<file path="config.mk">
export PLATFORM = sky130hd
export DESIGN_NAME = ssp_arith
export DESIGN_NICKNAME = d
export VERILOG_FILES = /design/src/design/ssp_pkg.sv /design/src/design/ssp_arith.sv
export SDC_FILE = /design/constraint.sdc
export NUM_CORES = 2
export LEC_CHECK = 0
export ABC_AREA = 1
export BUFFER_PORTS_ARGS = -buffer_cell sky130_fd_sc_hd__buf_2
export CORE_ASPECT_RATIO = 0.75
export CORE_MARGIN = 2
export CORE_UTILIZATION = 35
export CTS_CLUSTER_SIZE = 10
export DETAILED_ROUTE_END_ITERATION = 16
export PLACE_DENSITY_LB_ADDON = 0.08
export SETUP_SLACK_MARGIN = 0.3
export SYNTH_ARGS = -nofsm -noshare
export SYNTH_HDL_FRONTEND = slang
export SYNTH_SLANG_ARGS = --single-unit
</file>
<file path="constraint.sdc">
create_clock -name clk -period 15.87 [get_ports clk]
set_input_delay 2.3805 -clock clk [delete_from_list [all_inputs] [get_ports clk]]
set_output_delay 2.3805 -clock clk [all_outputs]
set_load 0.01 [all_outputs]
</file>
<file path="src/design/ssp_pkg.sv">
// ssp_pkg: shared types and constants of the soft-sphere pair force engine
// used by the channel interfaces, the arithmetic unit and the top level
package ssp_pkg;

	// operation codes of an input word
	typedef enum logic [1:0] {
		FN_LOAD = 2'd0,
		FN_PAIR = 2'd1,
		FN_WALL = 2'd2,
		FN_READ = 2'd3
	} func_t;

	// configuration register indexes
	typedef enum logic [2:0] {
		REG_BOX_X     = 3'd0,
		REG_BOX_Y     = 3'd1,
		REG_BOX_Z     = 3'd2,
		REG_K_REPEL   = 3'd3,
		REG_K_ATTRACT = 3'd4,
		REG_CUT_OUTER = 3'd5,
		REG_CUT_INNER = 3'd6,
		REG_K_WALL    = 3'd7
	} cfg_reg_t;

	localparam int CFG_IDX_W = 3;
	localparam int CFG_DATA_W = 32;

	// fixed point scaling
	localparam int FSHIFT = 24;
	localparam int CUT_SHIFT = 12;
	localparam logic [46:0] PUSH_MAX = 47'h7FFF_FFFF_FFFF;

	// input word
	typedef struct packed {
		func_t              func;
		logic [9:0]         index_a;
		logic [9:0]         index_b;
		logic signed [31:0] pos_x;
		logic signed [31:0] pos_y;
		logic signed [31:0] pos_z;
		logic [30:0]        radius;
	} item_t;

	// result word
	typedef struct packed {
		logic signed [47:0] force_x;
		logic signed [47:0] force_y;
		logic signed [47:0] force_z;
		logic [46:0]        wall_push;
		logic               in_range;
		logic               saturated;
	} result_t;

	// shared multiply / divide / root unit
	typedef enum logic [1:0] {
		AOP_MUL  = 2'd0,
		AOP_DIV  = 2'd1,
		AOP_SQRT = 2'd2
	} arith_op_t;

	typedef struct packed {
		logic      start;
		arith_op_t op;
	} arith_ctl_t;

	// sequencer states
	typedef enum logic [4:0] {
		ST_IDLE,
		ST_REDUCE,
		ST_LOAD,
		ST_RD_A,
		ST_RD_B,
		ST_CAP_B,
		ST_PAIR_PREP,
		ST_PAIR_PREP2,
		ST_WRAP_DIV,
		ST_WRAP_MUL,
		ST_SQ,
		ST_SQRT,
		ST_REGIME,
		ST_P_MUL,
		ST_P_DIV,
		ST_SC_MUL,
		ST_SC_DIV,
		ST_P_ACC,
		ST_WALL_PREP,
		ST_W_ACC,
		ST_WB_A,
		ST_WB_B,
		ST_DONE
	} seq_state_t;

endpackage

</file>
<file path="src/design/ssp_arith.sv">
// ssp_arith: shared bit-serial unit, 64x64 multiply, 128/64 divide, 66-bit root
// one bit (or bit pair) per cycle; depends on ssp_pkg
module ssp_arith import ssp_pkg::*; (
	input  logic        clk,
	input  logic        arst_n,
	input  arith_ctl_t  ctl,
	input  logic [63:0] opa,
	input  logic [63:0] opb,
	input  logic [63:0] num_hi,
	input  logic [63:0] num_lo,
	output logic [63:0] res_hi,
	output logic [63:0] res_lo,
	output logic        done
);

	localparam logic [6:0] WORD_STEPS = 7'd64;
	localparam logic [6:0] ROOT_STEPS = 7'd33;

	logic         busy_q;
	logic         done_q;
	logic [6:0]   cnt_q;
	arith_op_t    op_q;
	logic [127:0] prod_q;
	logic [127:0] mc_q;
	logic [63:0]  mp_q;
	logic [63:0]  rem_q;
	logic [63:0]  lo_q;
	logic [63:0]  dv_q;
	logic [63:0]  quo_q;
	logic [39:0]  srem_q;
	logic [33:0]  root_q;
	logic [65:0]  rad_q;

	logic         div_ovf;
	logic [63:0]  div_rs;
	logic         div_take;
	logic [39:0]  sq_rs;
	logic [39:0]  sq_trial;

	// divide overflow ends the operation at once with all ones
	assign div_ovf = (opb == '0) || (num_hi >= opb);

	// one step of divide and root
	always_comb begin
		div_rs = {rem_q[62:0], lo_q[63]};
		div_take = rem_q[63] || (div_rs >= dv_q);
		sq_rs = {srem_q[37:0], rad_q[65:64]};
		sq_trial = 40'({root_q, 2'b01});
	end

	// step count and completion
	always_ff @(posedge clk or negedge arst_n) begin
		if (!arst_n) begin
			busy_q <= 1'b0;
			done_q <= 1'b0;
			cnt_q <= '0;
		end else begin
			done_q <= 1'b0;
			if (ctl.start) begin
				if (ctl.op == AOP_DIV && div_ovf) begin
					busy_q <= 1'b0;
					done_q <= 1'b1;
				end else begin
					busy_q <= 1'b1;
					cnt_q <= (ctl.op == AOP_SQRT) ? ROOT_STEPS : WORD_STEPS;
				end
			end else if (busy_q) begin
				cnt_q <= cnt_q - 7'd1;
				if (cnt_q == 7'd1) begin
					busy_q <= 1'b0;
					done_q <= 1'b1;
				end
			end
		end
	end

	// datapath
	always_ff @(posedge clk) begin
		if (ctl.start) begin
			op_q <= ctl.op;
			prod_q <= '0;
			mc_q <= {64'd0, opa};
			mp_q <= opb;
			rem_q <= num_hi;
			lo_q <= num_lo;
			dv_q <= opb;
			quo_q <= (div_ovf) ? '1 : '0;
			srem_q <= '0;
			root_q <= '0;
			rad_q <= {num_hi[1:0], num_lo};
		end else if (busy_q) begin
			unique case (op_q)
				AOP_MUL: begin
					if (mp_q[0]) prod_q <= prod_q + mc_q;
					mc_q <= {mc_q[126:0], 1'b0};
					mp_q <= {1'b0, mp_q[63:1]};
				end
				AOP_DIV: begin
					lo_q <= {lo_q[62:0], 1'b0};
					if (div_take) begin
						rem_q <= div_rs - dv_q;
						quo_q <= {quo_q[62:0], 1'b1};
					end else begin
						rem_q <= div_rs;
						quo_q <= {quo_q[62:0], 1'b0};
					end
				end
				AOP_SQRT: begin
					rad_q <= {rad_q[63:0], 2'b00};
					if (sq_rs >= sq_trial) begin
						srem_q <= sq_rs - sq_trial;
						root_q <= {root_q[32:0], 1'b1};
					end else begin
						srem_q <= sq_rs;
						root_q <= {root_q[32:0], 1'b0};
					end
				end
				default: begin
					prod_q <= prod_q;
				end
			endcase
		end
	end

	// results
	always_comb begin
		res_hi = prod_q[127:64];
		unique case (op_q)
			AOP_MUL:  res_lo = prod_q[63:0];
			AOP_DIV:  res_lo = quo_q;
			AOP_SQRT: res_lo = 64'(root_q);
			default:  res_lo = '0;
		endcase
	end

	assign done = done_q;

endmodule

</file>
==> Word-level counts from Yosys, hierarchy flattened <==
Cells that the tools add are included.
{ "op_classes": {"n_addsub": 4, "order_cmp": 3, "eq_ne": 6, "mux": 36, "reduce_logical": 16} }
{ "op_table": {"columns": ["operator", "n"], "rows": [
  ["64-bit two-way mux", 17],
  ["66-bit two-way mux", 3],
  ["64-bit one-hot mux with 3 select lines", 1],
  ["128-bit adder", 1],
  ["64-bit >= comparator", 2],
  ["64-bit logical NOT", 1],
  ["64-bit subtractor", 1],
  ["40-bit by 36-bit >= comparator with 1-bit output", 1],
  ["38-bit two-way mux", 1],
  ["38-bit by 36-bit subtractor with 38-bit output", 1],
  ["7-bit two-way mux", 4],
  ["2-bit AND reduction", 6],
  ["1-bit two-way mux", 10],
  ["2-bit nonzero test", 4],
  ["7-bit by 1-bit == test with 1-bit output, second input constant", 1],
  ["7-bit by 1-bit subtractor with 7-bit output, second input constant", 1],
  ["2-bit by 1-bit == test with 1-bit output, second input constant", 2],
  ["2-bit == test, second input constant", 2],
  ["3-bit AND reduction", 1],
  ["2-bit logical NOT", 1],
  ["1-bit logical OR", 2],
  ["2-bit != test, second input constant", 1],
  ["1-bit logical AND", 1]
]} }
{ "word_totals": {"reg_bits": 725, "inputBits": 261, "output_inout_bits": 129, "word_cells": 80} }

==> Depth between registers and ports, before layout <==
{ "depth": {"ltp_word": 6, "mapped_depth": 20, "depth_no_buf": 20} }

==> Worst setup path before layout <==
Ideal clock, no wire load.
{ "synth_path": {"path_type": "register -> register", "startpoint": "register op_q[1]", "endpoint": "register lo_q[0] (enable)", "setup_time_ns": 1.010, "arrival_time_ns": 14.254, "t_required_ns": 14.860, "slack_ns": 0.606, "path_stages_with_launch": 5, "n_path_buf": 1, "synth_period_minus_slack_ns": 15.264, "cell_sequence": "edfxtp_1 inv_1 nand2_1 clkbuf_1 o21ai_0"} }
{ "synth_between": {"elab_chain_cells": 3} }
{ "synth_lines": {"columns": ["element", "line_no", "source"], "rows": [
  ["from (decl)", "ssp_arith.sv:22", "arith_op_t op_q;"],
  ["from (signal assigned)", "ssp_arith.sv:80", "op_q <= ctl.op;"],
  ["2-bit by 1-bit == test with 1-bit output", "ssp_arith.sv:92", "unique case (op_q)"],
  ["2-bit nonzero test (no line)", null, null],
  ["2-bit AND reduction (no line)", null, null],
  ["to (signal assigned)", "ssp_arith.sv:85", "lo_q <= num_lo;"],
  ["to (signal assigned)", "ssp_arith.sv:99", "lo_q <= {lo_q[62:0], 1'b0};"],
  ["to (decl)", "ssp_arith.sv:27", "logic [63:0] lo_q;"]
]} }
Every way passes these cells.
A chain may end at the register's enable or synchronous reset.

==> Final worst setup path <==
{ "layout_path": {"startpoint": "register op_q[0]", "endpoint": "output res_lo[63]"} }
{ "layout_between": {"elab_chain_cells": 2, "word_cells_on_any_way": 4, "classes_between": "2 x eq/ne; 1 x mux; 1 x reduce/logical"} }
{ "layout_lines": {"columns": ["element", "line_no", "source"], "rows": [
  ["2-bit == test (tied with other cells)", "ssp_arith.sv:128", "unique case (op_q)"],
  ["64-bit one-hot mux with 3 select lines *", "ssp_arith.sv:128", null],
  ["to (decl)", "ssp_arith.sv:12", "output logic [63:0] res_lo,"]
]} }
Mark *: on every way between the ends. The rest lies on a longest branch, timed or not.

==> flow_summary.yaml <==
placement:
  place.detailed.hpwl_um: 187000
  port_buffers: 389
  place_congestion: 0.995
sta:
  period_minus_slack_ns: 5.36
  drv_slew: 0
  setup_tns_ns: 0
  slew_headroom_pct: 19.4
  fmax_mhz: 187
  fin_crit_sh_pct: 33.8
  hold_viol: 0
  rsz0062_at_grt: "no"
  tightest_slew_ns: 1.21
  setup_viol: 0
  skew_ns: 0.0400
grt:
  grtUsageTotal_pct: 28.3
  grt_pass1_wl_um: 330000
  grt_antenna_before_repair: 21
  grt_pass1_vias: 49011
  grt_max_degree: 191
  grt.overflow.total: 0
worst_hold_path:
  min_path_type: "reg -> reg"
setup_path:
  setup.worst_path.end_class: "output port"
  r2r_slack_ns: 11.52
  start_kind: "register"
  crit_arrival_ns: 2.98
  crit_type: "reg -> out"
  crit_path_max_fanout: 59
  crit_required_ns: 13.49
logic_synthesis:
  synth_edf_count: 452
  synthesis.area_um2: 54300
  synth-seq-cells: 725
  synth_top_flop_cell: "edfxtp_1"
  synth_area_leaders: "edfxtp_1 (25%), nand2_1 (22%), inv_1 (12%)"
  yosys.area.top_type: "edfxtp_1"
  syn_area_per_cell_um2: 6.38
  async_flop_share_pct: 1.24
  synth_top_area_share_pct: 25.0
  yosysSeqAreaShare_pct: 35.2
  synth_cells: 8508
  yosysUniqueCellTypes: 50
  ys_warn_count: 0
  synth_nets: 9064
power:
  leakagePower_nw: 32.8
  powerDensity_nw_per_um2: 135
  ir_worst_vdd_v: 0.000232
layout:
  final_cell_mix: "nand2_1 (3244), inv_1 (1704), nor2_1 (764), edfxtp_1 (452), buf_2 (388)"
  final_common_cell: "nand2_1"
  syn_to_final_growth_pct: 11.4
  postLayoutCoreUtil_pct: 39.1
  finalNetCount: 9315
  multi_input_area_um2: 27400
  drive_gt1_share_pct: 6.81
  seq_area_um2: 19100
  nFillCells: 17122
cts:
  cts_buffer_depth: 3
  post_cts_resized: 0
  clk_pin_slew_ns: 0.06
  post_cts_buffers: 0
  cts_made_buffers: 87
  cts_tree: "built"
  clock-root-buffer: "clkbuf_16"
  cts_max_level: 3
  clock-sinks: 725
  postCtsHoldBufs: 0
  clkLatencyLatePin_ns: 0.74
routing:
  firstDrtPassIters: 5
  drt-initial-drc-count: 5160
  ant_nets: 0
  totalWireLength_um: 229000
  wl_per_cell_um: 21.1
  via_per_inst: 4.87
  dr_total_vias: 52926
  drc: 0
floorplan:
  die_w_um: 459
  dieArea_um2: 158000
  fp.dieH_um: 345
  rows: 125
  ios: 390
  start_util_pct: 35.1
  core_area_um2: 154000
run_status:
  status: "finished, final reports clean"
job:
  drv_cap: 0
path summary, 6_finish.rpt:
kind	start	end	cells past startpoint
setup / recovery	op_q[0]	res_lo[63]	5
hold / removal	srem_q[35]	srem_q[35]	2
setup reg to reg	op_q[1]	rem_q[31]	6
hold reg to reg	srem_q[35]	srem_q[35]	2
max in group asynchronous	arst_n	busy_q	1
min in group asynchronous	arst_n	cnt_q[3]	1
through the flow:
step,total power (W),instance area [um2],hold slack [ns],worst slack [ns],std cells
floorplan,0.00505,54300,0.426,0.606,8508
global placement,0.00616,57700,0.440,9.84,10702
detailed placement,0.00615,57700,0.447,9.79,10702
CTS,0.00817,60400,0.458,10.34,10861
global route,0.00875,60400,0.479,10.37,10866
finish,0.00814,60400,0.462,10.51,10872
report_power, final:
group	total (W)	switching [W]	leakage (nW)	internal (W)
sequential	0.00239	0.000131	6.80	0.00226
combinational	0.00377	0.00263	24.7	0.00114
clock	0.00198	0.000873	1.30	0.00111
flip-flops by register name, indices dropped and copies added (netlist names), 38 cells and up:
register / flops
mp_q: 64
lo_q: 64
rad_q: 66
prod_q: 128
quo_q: 64
dv_q: 64
srem_q: 38
mc_q: 128
rem_q: 64
critical path, cell delays in order (launching register included):
cell and delay, ns:
edfxtp_1 0.48, nor2_2 0.33, inv_2 0.09, buf_4 0.37, o21ai_0 0.72, buf_2 0.26
layer usage:
metal,wire length [um],vias to the layer above,track usage [%]
met2,91000,1406,40.5
met3,16300,179,5.32
li1,-,26580,-
met5,13,-,0
met1,118000,24759,43.9
met4,3970,2,4.62
final cells by class:
class	instances	share of cell area, %
tap	2032	4.21
clock buffer	149	4.19
sequential	725	31.6
clock inverter	10	0.292
multi-input combinational	5807	45.3
timing repair buffer	422	3.69
antenna	11	0.0455
inverter	1716	10.7
synthesized netlist by cell type (2+ instances only):
| cell | count |
|---|---|
| nand3_2 | 11 |
| nor2_1 | 767 |
| clkbuf_1 | 116 |
| xor2_1 | 72 |
| o21ai_0 | 349 |
| nand4_1 | 28 |
| buf_2 | 35 |
| inv_1 | 1707 |
| xnor2_1 | 48 |
| dfrtp_1 | 9 |
| and3_1 | 2 |
| buf_1 | 22 |
| o21bai_1 | 20 |
| nand2_1 | 3248 |
| and2_1 | 2 |
| buf_8 | 2 |
| buf_4 | 76 |
| o21ai_1 | 17 |
| ha_1 | 293 |
| a21oi_1 | 296 |
| nor2_2 | 9 |
| nor4_1 | 6 |
| nand2_2 | 28 |
| o21a_1 | 10 |
| or2_2 | 2 |
| nor2_4 | 2 |
| dfxtp_1 | 264 |
| o221ai_1 | 34 |
| buf_6 | 8 |
| nand3b_1 | 32 |
| a21o_1 | 8 |
| nand3_1 | 376 |
| fa_1 | 2 |
| a21boi_0 | 4 |
| a31oi_1 | 8 |
| edfxtp_1 | 452 |
| inv_2 | 6 |
| clkinv_1 | 3 |
| o22ai_1 | 62 |
| nor3_1 | 59 |
| o211ai_1 | 4 |
kinds of logic (layout without fill, tap and decap cells):
group | Yosys count | count (layout) | synth area share (%)
other | 0 | 11 | 0
AND/OR/NAND/NOR | 4576 | 4576 | 33.4
flip-flops | 725 | 725 | 35.2
buffers and inverters | 1976 | 2297 | 14.5
XOR/XNOR | 120 | 120 | 1.94
AO/OA/AOI/OAI | 816 | 816 | 8.18
adder cells (fa/ha/maj) | 295 | 295 | 6.83
No activity file was read; power rests on OpenSTA's default activity.
